## src/hdl/bba_pkg.sv

```systemverilog
// Shared constants, codes and types of the buddy block allocator.
`timescale 1ns / 1ps
`default_nettype none

package bba_pkg;

    // Default geometry of the free bitmaps.
    localparam int LEAF_BLOCKS_DEF = 128;
    localparam int LEVELS_DEF      = 4;

    // Payload widths.
    localparam int SIZE_W   = 16;
    localparam int OFFSET_W = 19;
    localparam int LEVEL_W  = 2;
    localparam int MLOG_W   = 4;

    // Legal span of the smallest block size, as log2 of bytes.
    localparam logic [MLOG_W-1:0] MIN_LOG2_LOW   = 4'd4;
    localparam logic [MLOG_W-1:0] MIN_LOG2_HIGH  = 4'd12;
    localparam logic [MLOG_W-1:0] MIN_LOG2_RESET = 4'd4;

    // Configuration port.
    localparam int APB_DATA_W = 32;
    localparam int APB_ADDR_W = 3;
    localparam logic [APB_ADDR_W-3:0] REG_MIN_BLOCK_LOG2 = 1'b0;

    typedef enum logic [1:0] {
        STATUS_GRANTED   = 2'd0,
        STATUS_ZERO_SIZE = 2'd1,
        STATUS_TOO_LARGE = 2'd2,
        STATUS_NO_FREE   = 2'd3
    } status_t;

endpackage

`default_nettype wire

```

## src/hdl/bba_if.sv

```systemverilog
// Valid/ready channel interfaces for allocation requests and results.
`timescale 1ns / 1ps
`default_nettype none

interface bba_req_if
    import bba_pkg::*;
();
    logic              valid;
    logic              ready;
    logic [SIZE_W-1:0] request_size;

    modport source (output valid, output request_size, input ready);
    modport sink   (input valid, input request_size, output ready);
endinterface

interface bba_rsp_if
    import bba_pkg::*;
();
    logic                valid;
    logic                ready;
    status_t             status;
    logic [OFFSET_W-1:0] block_offset;
    logic [LEVEL_W-1:0]  block_level;

    modport source (output valid, output status, output block_offset,
                    output block_level, input ready);
    modport sink   (input valid, input status, input block_offset,
                    input block_level, output ready);
endinterface

`default_nettype wire

```

## src/hdl/bba_ffs.sv

```systemverilog
// Find-first-set over one level of the free bitmap.
`timescale 1ns / 1ps
`default_nettype none

module bba_ffs
    import bba_pkg::*;
#(
    parameter int WIDTH = LEAF_BLOCKS_DEF,
    parameter int IDX_W = $clog2(LEAF_BLOCKS_DEF)
)
(
    input  wire logic [WIDTH-1:0] bits,
    output logic                  any,
    output logic [IDX_W-1:0]      idx
);

    logic [WIDTH-1:0] lowest;

    // Isolate the lowest set bit with one carry chain, then encode the one-hot word.
    assign lowest = bits & (~bits + WIDTH'(1));
    assign any    = |bits;

    always_comb
    begin
        idx = '0;
        for (int i = 0; i < WIDTH; i++)
        begin
            if (lowest[i])
            begin
                idx = idx | IDX_W'(i);
            end
        end
    end

endmodule

`default_nettype wire

```

## src/hdl/buddy_block_allocator_core.sv

```systemverilog
// Top level of the buddy block allocator: request path, free bitmaps and APB register.
`timescale 1ns / 1ps
`default_nettype none

// A request accepted into the input register moves on to the output register when that
// register is empty or its item is being taken, and the result is offered from there.
// Throughput: one item per cycle while results are taken. The loop that sets this is the
// free-map search (one find-first-set per level) and the bitmap update written back with it.
// Reset (rst_n, asynchronous, active low): every block of the top level is free, all other
// levels are empty, the smallest block size reverts to 16 bytes and both stages are empty.

module buddy_block_allocator_core
    import bba_pkg::*;
#(
    parameter int LEAF_BLOCKS = LEAF_BLOCKS_DEF,
    parameter int LEVELS      = LEVELS_DEF
)
(
    input  wire logic                  clk,
    input  wire logic                  rst_n,
    bba_req_if.sink                    req,
    bba_rsp_if.source                  rsp,
    input  wire logic                  psel,
    input  wire logic                  penable,
    input  wire logic                  pwrite,
    input  wire logic [APB_ADDR_W-1:0] paddr,
    input  wire logic [APB_DATA_W-1:0] pwdata,
    output logic      [APB_DATA_W-1:0] prdata,
    output logic                       pready
);

    localparam int IDX_W      = $clog2(LEAF_BLOCKS);
    localparam int LVL_W      = $clog2(LEVELS);
    localparam int SH_W       = $clog2(int'(MIN_LOG2_HIGH) + LEVELS);
    localparam int TOP_BLOCKS = LEAF_BLOCKS >> (LEVELS - 1);
    localparam int WIDE_W     = IDX_W + int'(MIN_LOG2_HIGH);

    // Reset contents of the top row: its live blocks are all free.
    localparam logic [LEAF_BLOCKS-1:0] TOP_FREE = LEAF_BLOCKS'({TOP_BLOCKS{1'b1}});

    // ------------------------------------------------------------------
    // Configuration register. The raw value is kept for read-back; the
    // clamped copy is what the size comparison uses.
    // ------------------------------------------------------------------
    logic [MLOG_W-1:0] mlog_raw_reg;
    logic [MLOG_W-1:0] mlog_reg;
    logic [MLOG_W-1:0] mlog_clamped;
    logic              cfg_write;
    logic              cfg_hit;

    assign cfg_hit   = (paddr[APB_ADDR_W-1:2] == REG_MIN_BLOCK_LOG2);
    assign cfg_write = psel && penable && pwrite && cfg_hit;
    assign pready    = 1'b1;
    assign prdata    = cfg_hit ? APB_DATA_W'(mlog_raw_reg) : '0;

    always_comb
    begin
        priority if (pwdata[MLOG_W-1:0] < MIN_LOG2_LOW)
        begin
            mlog_clamped = MIN_LOG2_LOW;
        end
        else if (pwdata[MLOG_W-1:0] > MIN_LOG2_HIGH)
        begin
            mlog_clamped = MIN_LOG2_HIGH;
        end
        else
        begin
            mlog_clamped = pwdata[MLOG_W-1:0];
        end
    end

    always_ff @(posedge clk or negedge rst_n)
    begin
        if (!rst_n)
        begin
            mlog_raw_reg <= MIN_LOG2_RESET;
            mlog_reg     <= MIN_LOG2_RESET;
        end
        else if (cfg_write)
        begin
            mlog_raw_reg <= pwdata[MLOG_W-1:0];
            mlog_reg     <= mlog_clamped;
        end
    end

    // ------------------------------------------------------------------
    // Handshake. The input register takes a new item when it is empty or the
    // item it holds moves on in the same cycle; the output register moves
    // when it is empty or its item is being taken.
    // ------------------------------------------------------------------
    logic              s1_valid_reg;
    logic [SIZE_W-1:0] s1_size_reg;
    logic              out_valid_reg;
    status_t           out_status_reg;
    logic [OFFSET_W-1:0] out_offset_reg;
    logic [LEVEL_W-1:0]  out_level_reg;
    logic              out_free;
    logic              commit;

    assign out_free  = !out_valid_reg || rsp.ready;
    assign commit    = s1_valid_reg && out_free;
    assign req.ready = !s1_valid_reg || out_free;

    always_ff @(posedge clk or negedge rst_n)
    begin
        if (!rst_n)
        begin
            s1_valid_reg <= 1'b0;
        end
        else if (req.valid && req.ready)
        begin
            s1_valid_reg <= 1'b1;
        end
        else if (commit)
        begin
            s1_valid_reg <= 1'b0;
        end
    end

    always_ff @(posedge clk)
    begin
        if (req.valid && req.ready)
        begin
            s1_size_reg <= req.request_size;
        end
    end

    // ------------------------------------------------------------------
    // Level selection. A level covers the request when its block size,
    // 2^(mlog+l), is at least the size, that is when (size-1) shifted
    // right by mlog+l is zero.
    // ------------------------------------------------------------------
    logic [SIZE_W-1:0] size_m1;
    logic [LEVELS-1:0] lvl_ok;
    logic              size_zero;
    logic              size_fits;
    logic [LVL_W-1:0]  req_lvl;

    assign size_zero = (s1_size_reg == '0);
    assign size_m1   = s1_size_reg - SIZE_W'(1);
    assign size_fits = |lvl_ok;

    always_comb
    begin
        logic [SH_W-1:0] sh;
        sh = '0;
        for (int l = 0; l < LEVELS; l++)
        begin
            sh        = SH_W'(mlog_reg) + SH_W'(l);
            lvl_ok[l] = ((size_m1 >> sh) == '0);
        end
    end

    // The covering levels form an upper run, so the lowest set flag wins.
    always_comb
    begin
        req_lvl = '0;
        for (int l = LEVELS - 1; l >= 0; l--)
        begin
            if (lvl_ok[l])
            begin
                req_lvl = LVL_W'(l);
            end
        end
    end

    // ------------------------------------------------------------------
    // Free bitmaps. Row l holds LEAF_BLOCKS >> l live bits; the bits above
    // that stay zero because no update ever addresses them.
    // ------------------------------------------------------------------
    logic [LEVELS-1:0][LEAF_BLOCKS-1:0] free_map_reg;
    logic [LEVELS-1:0][LEAF_BLOCKS-1:0] free_map_next;
    logic [LEVELS-1:0]                  level_any;
    logic [IDX_W-1:0]                   level_idx [LEVELS];

    for (genvar l = 0; l < LEVELS; l++)
    begin : g_level
        localparam int LW = LEAF_BLOCKS >> l;
        if (LW > 0)
        begin : g_search
            bba_ffs #(
                .WIDTH (LW),
                .IDX_W (IDX_W)
            ) u_ffs (
                .bits (free_map_reg[l][LW-1:0]),
                .any  (level_any[l]),
                .idx  (level_idx[l])
            );
        end
        else
        begin : g_empty
            assign level_any[l] = 1'b0;
            assign level_idx[l] = '0;
        end
    end

    // Nearest level at or above the requested one that still has a free block.
    logic              found;
    logic [LVL_W-1:0]  avail_lvl;
    logic [IDX_W-1:0]  avail_idx;
    logic              grant;
    status_t           status_next;

    always_comb
    begin
        found     = 1'b0;
        avail_lvl = '0;
        for (int l = LEVELS - 1; l >= 0; l--)
        begin
            if (level_any[l] && (LVL_W'(l) >= req_lvl))
            begin
                found     = 1'b1;
                avail_lvl = LVL_W'(l);
            end
        end
    end

    assign avail_idx = level_idx[avail_lvl];
    assign grant     = !size_zero && size_fits && found;

    always_comb
    begin
        priority if (size_zero)
        begin
            status_next = STATUS_ZERO_SIZE;
        end
        else if (!size_fits)
        begin
            status_next = STATUS_TOO_LARGE;
        end
        else if (!found)
        begin
            status_next = STATUS_NO_FREE;
        end
        else
        begin
            status_next = STATUS_GRANTED;
        end
    end

    // Splitting a block down from avail_lvl to req_lvl clears the chosen
    // block and leaves the right buddy free on every level it passes
    // through; the left buddies are taken in turn, and they were not free
    // before because those levels had no free block at all. The right
    // buddy index is the chosen index shifted to that level with its low
    // bit set, which always lies inside the level.
    always_comb
    begin
        logic [IDX_W-1:0] right_idx;
        logic             clr;
        logic             set;
        right_idx     = '0;
        clr           = 1'b0;
        set           = 1'b0;
        free_map_next = free_map_reg;
        for (int k = 0; k < LEVELS; k++)
        begin
            right_idx = (avail_idx << (avail_lvl - LVL_W'(k))) | IDX_W'(1);
            for (int i = 0; i < LEAF_BLOCKS; i++)
            begin
                clr = (LVL_W'(k) == avail_lvl) && (IDX_W'(i) == avail_idx);
                set = (LVL_W'(k) >= req_lvl) && (LVL_W'(k) < avail_lvl)
                      && (IDX_W'(i) == right_idx);
                if (commit && grant)
                begin
                    free_map_next[k][i] = (free_map_reg[k][i] && !clr) || set;
                end
            end
        end
    end

    always_ff @(posedge clk or negedge rst_n)
    begin
        if (!rst_n)
        begin
            for (int l = 0; l < LEVELS; l++)
            begin
                free_map_reg[l] <= (l == LEVELS - 1) ? TOP_FREE : '0;
            end
        end
        else
        begin
            free_map_reg <= free_map_next;
        end
    end

    // ------------------------------------------------------------------
    // Granted block position. The leaf index of the block start is the
    // index at the level it was found on, shifted down to leaf level.
    // ------------------------------------------------------------------
    logic [IDX_W-1:0]  leaf;
    logic [WIDE_W-1:0] offset_wide;

    assign leaf        = avail_idx << avail_lvl;
    assign offset_wide = WIDE_W'(leaf) << mlog_reg;

    // Request size kept per leaf for the free path, which lives elsewhere.
    logic [SIZE_W-1:0] size_mem [LEAF_BLOCKS];

    always_ff @(posedge clk)
    begin
        if (commit && grant)
        begin
            size_mem[leaf] <= s1_size_reg;
        end
    end

    // ------------------------------------------------------------------
    // Result register.
    // ------------------------------------------------------------------
    always_ff @(posedge clk or negedge rst_n)
    begin
        if (!rst_n)
        begin
            out_valid_reg <= 1'b0;
        end
        else if (commit)
        begin
            out_valid_reg <= 1'b1;
        end
        else if (rsp.ready)
        begin
            out_valid_reg <= 1'b0;
        end
    end

    always_ff @(posedge clk)
    begin
        if (commit)
        begin
            out_status_reg <= status_next;
            out_offset_reg <= grant ? OFFSET_W'(offset_wide) : '0;
            out_level_reg  <= grant ? LEVEL_W'(req_lvl) : '0;
        end
    end

    assign rsp.valid        = out_valid_reg;
    assign rsp.status       = out_status_reg;
    assign rsp.block_offset = out_offset_reg;
    assign rsp.block_level  = out_level_reg;

    // ------------------------------------------------------------------
    // Assertions.
    // ------------------------------------------------------------------
    a_fail_keeps_map : assert property (@(posedge clk) disable iff (!rst_n)
        commit && !grant |=> $stable(free_map_reg))
        else $error("free map changed on a failed request");

    a_grant_changes_map : assert property (@(posedge clk) disable iff (!rst_n)
        commit && grant |=> !$stable(free_map_reg))
        else $error("grant left the free map untouched");

    a_grant_hits_free : assert property (@(posedge clk) disable iff (!rst_n)
        commit && grant |-> free_map_reg[avail_lvl][avail_idx] && avail_lvl >= req_lvl)
        else $error("granted a block that was not free");

    a_stall_blocks_input : assert property (@(posedge clk) disable iff (!rst_n)
        s1_valid_reg && out_valid_reg && !rsp.ready |-> !req.ready)
        else $error("input taken while both stages are held");

    a_fail_zero_fields : assert property (@(posedge clk) disable iff (!rst_n)
        out_valid_reg && out_status_reg != STATUS_GRANTED
        |-> out_offset_reg == '0 && out_level_reg == '0)
        else $error("failed result carries a non-zero position");

endmodule

`default_nettype wire
```

## src/flat_wrapper.sv

```systemverilog
// flat-port wrapper written by rule: the top's interface ports become plain ports
module buddy_block_allocator_core_flat import bba_pkg::*;
#(
    parameter int LEAF_BLOCKS = LEAF_BLOCKS_DEF,
    parameter int LEVELS      = LEVELS_DEF
)
  (clk, rst_n, psel, penable, pwrite, paddr, pwdata, prdata, pready, req_valid, req_request_size, req_ready, rsp_valid, rsp_status, rsp_block_offset, rsp_block_level, rsp_ready);
  bba_req_if req_i ();
  bba_rsp_if rsp_i ();
  input  wire logic clk;
  input  wire logic rst_n;
  input  wire logic psel;
  input  wire logic penable;
  input  wire logic pwrite;
  input  wire logic [APB_ADDR_W-1:0] paddr;
  input  wire logic [APB_DATA_W-1:0] pwdata;
  output logic      [APB_DATA_W-1:0] prdata;
  output logic pready;
  input wire logic [$bits(req_i.valid)-1:0] req_valid;
  input wire logic [$bits(req_i.request_size)-1:0] req_request_size;
  output wire logic [$bits(req_i.ready)-1:0] req_ready;
  output wire logic [$bits(rsp_i.valid)-1:0] rsp_valid;
  output wire logic [$bits(rsp_i.status)-1:0] rsp_status;
  output wire logic [$bits(rsp_i.block_offset)-1:0] rsp_block_offset;
  output wire logic [$bits(rsp_i.block_level)-1:0] rsp_block_level;
  input wire logic [$bits(rsp_i.ready)-1:0] rsp_ready;
  assign req_i.valid = req_valid;
  assign req_i.request_size = req_request_size;
  assign req_ready = req_i.ready;
  assign rsp_valid = rsp_i.valid;
  assign rsp_status = rsp_i.status;
  assign rsp_block_offset = rsp_i.block_offset;
  assign rsp_block_level = rsp_i.block_level;
  assign rsp_i.ready = rsp_ready;
  buddy_block_allocator_core #(.LEAF_BLOCKS(LEAF_BLOCKS), .LEVELS(LEVELS)) u_core (.clk(clk), .rst_n(rst_n), .req(req_i), .rsp(rsp_i), .psel(psel), .penable(penable), .pwrite(pwrite), .paddr(paddr), .pwdata(pwdata), .prdata(prdata), .pready(pready));
endmodule
```

## config.mk

```make
export PLATFORM = sky130hd
export DESIGN_NAME = buddy_block_allocator_core_flat
export DESIGN_NICKNAME = d
export VERILOG_FILES = /design/src/hdl/bba_pkg.sv /design/src/hdl/bba_if.sv /design/src/hdl/bba_ffs.sv /design/src/hdl/buddy_block_allocator_core.sv /design/src/flat_wrapper.sv
export SDC_FILE = /design/constraint.sdc
export NUM_CORES = 1
export LEC_CHECK = 0
export BUFFER_PORTS_ARGS = -buffer_cell sky130_fd_sc_hd__clkbuf_2
export CAP_MARGIN = 15
export CORE_MARGIN = 2
export CORE_UTILIZATION = 35
export DETAILED_ROUTE_END_ITERATION = 10
export HOLD_SLACK_MARGIN = 0.12
export PLACE_DENSITY = 0.62
export SYNTH_ARGS = -nofsm -noshare
export SYNTH_HDL_FRONTEND = slang
export SYNTH_HIERARCHICAL = 1
export SYNTH_SLANG_ARGS = --single-unit
```

## constraint.sdc

```tcl
create_clock -name clk -period 11.4 [get_ports clk]
set_input_delay 1.71 -clock clk [delete_from_list [all_inputs] [get_ports clk]]
set_output_delay 1.71 -clock clk [all_outputs]
set_load 0.02 [all_outputs]
```

==> summary.md <==
| Metric | Value |
|---|---|
| Status | `complete, no violations` |
| Worst Setup End Kind | `flip-flop` |
| Seq/Total Area, Yosys | `0.379` |
| Area Overhead vs Synth | `10.2%` |
| IO Pins | `116` |
| Worst Tran Pin Value | `1140 ps` |
| R2r worst-path depth | `14` |
| Hold path start | `u_core/free_map_reg[399]$_DFFE_PN1P_` |
| Crit Reg-Reg Startpoint | `u_core/free_map_reg[129]$_DFFE_PN0P_` |
| Setup CP Type | `flip-flop to flip-flop` |
| Reg area | `7450 sq um` |
| YS warnings | `6` |
| Vias per cell | `6.42` |
| Final net count | `2,306` |
| Clock buffer depth | `3` |
| Routed WL per cell | `24.7 microns` |
| Post-cts sizing count | `0` |
| Skew final | `27.9 ps` |
| Die Y | `241 microns` |
| Starting Density | `0.355` |
| WP buf/inv | `1` |
| Clk slew on worst S/H paths | `60 ps` |
| Slew HR | `0.238` |
| Worst Path Max Fanout | `22` |
| Crit path max-delay family | `simple AND/OR/NAND/NOR gates` |
| Setup Viol. Count Final | `0` |
| DRC viols | `0` |
| Post-Syn Area | `19,700 sq um` |
| Sink Count | `289` |
| Post CTS Setup Buffer Count | `0` |
| Unique masters post-synth | `119` |
| Startpoint types | `flip-flop` |
| Die W | `241 microns` |
| Gp weighted congestion | `1.02` |
| Share of layout cells above drive strength 1 | `0.120` |
| Worst-skew pair later-pin latency | `570 ps` |
| Total gr overflow | `0` |
| CP cell instances | `nor4_1 -> nand2_1 -> nor4_4 -> and2_1 -> nand4_1 -> o31ai_1 -> a21oi_2 -> nor2_2 -> buf_4 -> mux2_2 -> o32ai_2 -> nand4_1 -> o21ai_0 -> o31ai_1` |
| Slowest cell on the critical path | `nor4_1` |
| Period Utilization, post-route | `0.603` |
| Cells after synthesis | `2,222` |
| Req. time, crit path | `11,830 ps` |
| First-pass GRT wire length | `113,000 microns` |
| FMAX | `145 MHz` |
| Minimum clock period | `6880 ps` |
| PortBufs | `56` |
| ANT cells | `0` |
| Placement Setup Slack | `4710 ps` |
| Final worst slack | `4520 ps` |
| # fillers | `5,557` |
| Area used by multi-input combinational logic | `11,400 sq um` |
| Worst hold margin | `474 ps` |
| EDFF count, synth | `39` |
| #FFs+latches synth | `289` |
| CP arrival | `7310 ps` |
| DIE AREA | `58,100 sq um` |
| Initial antenna violation count | `0` |
| GRT Util Overall | `0.255` |
| Max H-tree Level | `2` |
| Commonest non-fill, non-tap cell in the layout | `dfrtp_1` |
| Setup TNS Final | `0 ps` |
| Hold Path Cell Cnt | `1` |
| Max reg flops | `240` |
| Most frequent cells in the layout | `dfrtp_1, o21ai_0, nor2_1, nand2_1, o21a_1` |
| Clk root buf | `clkbuf_16` |
| Post-CTS Hold Buffers | `0` |
| Synth Flop Type | `dfrtp_1` |
| Hold WC Path Type | `flip-flop to flip-flop` |
| DR iter-0 viols | `2,227` |
| Share of flip-flops with an asynchronous set or reset | `0.865` |
| Hold Path Sink | `u_core/free_map_reg[399]$_DFFE_PN1P_` |
| Unrepaired setup endpoints after global routing | `false` |
| Worst reg2reg path endpoint | `u_core/free_map_reg[265]$_DFFE_PN0P_` |
| Syn avg cell area | `8.85 sq um` |
| Endpoints failing hold | `0` |
| Detailed Routing Iterations Pass 1 | `7` |
| Vias | `19.3k` |
| Routed Antenna Nets | `0` |
| Final wirelength | `74,500 microns` |
| Largest net degree at the start of global routing | `191` |
| CORE AREA | `55,300 sq um` |
| Total CTS buffers | `37` |
| Slew Viols, Final | `0` |
| CP Depth | `14` |
| Vias in the first global route | `18.0k` |
| Row count | `86` |
| Post-DP HPWL | `55,400 microns` |
| CTS tree | `yes` |
| Slowest stage delay, CP | `840 ps` |
| Worst reg2reg setup slack | `4520 ps` |
| Max-Cap Viols | `0` |
-- worst register-to-register path, delay by kind of cell (launching register included) --
kind	cells	cell delay, ps
AO/OA/AOI/OAI	5	1810
AND/OR/NAND/NOR	7	3750
buffers and inverters	1	310
flip-flops	1	430
multiplexers	1	440
-- logic make-up after synthesis --
family,share of synthesized area
flip-flops,0.379
multiplexers,0.0174
XOR/XNOR,0.00802
other,0.000955
buffers and inverters,0.0467
adder cells (fa/ha/maj),0.00573
AND/OR/NAND/NOR,0.279
AO/OA/AOI/OAI,0.263
-- how the worst max path moves through the flow --
stage                                                       to                            startpoint
after CTS                 u_core/free_map_reg[137]$_DFFE_PN0P_  u_core/free_map_reg[139]$_DFFE_PN0P_
after global routing      u_core/free_map_reg[137]$_DFFE_PN0P_  u_core/free_map_reg[129]$_DFFE_PN0P_
after floorplan           u_core/free_map_reg[163]$_DFFE_PN0P_       u_core/s1_size_reg[0]$_DFFE_PP_
final                     u_core/free_map_reg[265]$_DFFE_PN0P_  u_core/free_map_reg[129]$_DFFE_PN0P_
after global placement    u_core/free_map_reg[135]$_DFFE_PN0P_  u_core/free_map_reg[137]$_DFFE_PN0P_
after detailed placement  u_core/free_map_reg[265]$_DFFE_PN0P_  u_core/free_map_reg[139]$_DFFE_PN0P_
-- cell type report --
class / instances / share of cell area
Tap cell: 748 / 0.0432
Sequential cell: 289 / 0.344
Timing Repair Buffer: 75 / 0.0207
Clock buffer: 48 / 0.0475
Multi-Input combinational cell: 1777 / 0.526
Clock inverter: 16 / 0.00820
Inverter: 59 / 0.0102
-- synth_stat cells (all sizes together), types with 14 or more instances --
| cell | n | area [sq um] |
|---|---|---|
| and3 | 21 | 131 |
| clkbuf | 45 | 169 |
| nor4 | 97 | 808 |
| o22ai | 17 | 106 |
| a211oi | 28 | 210 |
| or2 | 14 | 87.6 |
| buf | 82 | 528 |
| a21oi | 64 | 324 |
| nor3b | 22 | 175 |
| nand3 | 86 | 455 |
| nor2b | 33 | 206 |
| nand2b | 26 | 163 |
| a31oi | 17 | 119 |
| o21ai | 266 | 1340 |
| dfstp | 18 | 473 |
| nor2 | 161 | 617 |
| mux2i | 14 | 140 |
| xnor2 | 14 | 123 |
| inv | 57 | 214 |
| o31ai | 23 | 186 |
| edfxtp | 39 | 1170 |
| and2 | 22 | 138 |
| o211ai | 15 | 113 |
| nand4b | 20 | 196 |
| dfrtp | 232 | 5810 |
| o21a | 134 | 1010 |
| nand4 | 76 | 513 |
| nor4b | 15 | 144 |
| nand2 | 152 | 576 |
| nor3 | 108 | 583 |
| or3 | 28 | 175 |
| or4 | 20 | 173 |
-- per-layer routing --
| metal | up-vias | track usage | wire [microns] |
|---|---|---|---|
| li1 | 8614 | - | - |
| met1 | 9500 | 0.341 | 31400 |
| met2 | 1023 | 0.410 | 33800 |
| met3 | 194 | 0.0409 | 5990 |
| met4 | 0 | 0.107 | 3300 |
| met5 | - | 0 | 0 |
-- stage by stage --
step / util / cells / instance area (sq um)
CTS: 0.392 / 3012 / 21700
global placement: 0.370 / 2947 / 20500
global route: 0.392 / 3012 / 21700
detailed placement: 0.370 / 2948 / 20500
finish: 0.392 / 3012 / 21700
floorplan: - / 2252 / 19800
Power is not shown: default switching activity piles up to over one toggle a cycle in this logic, so the estimate is an artifact.
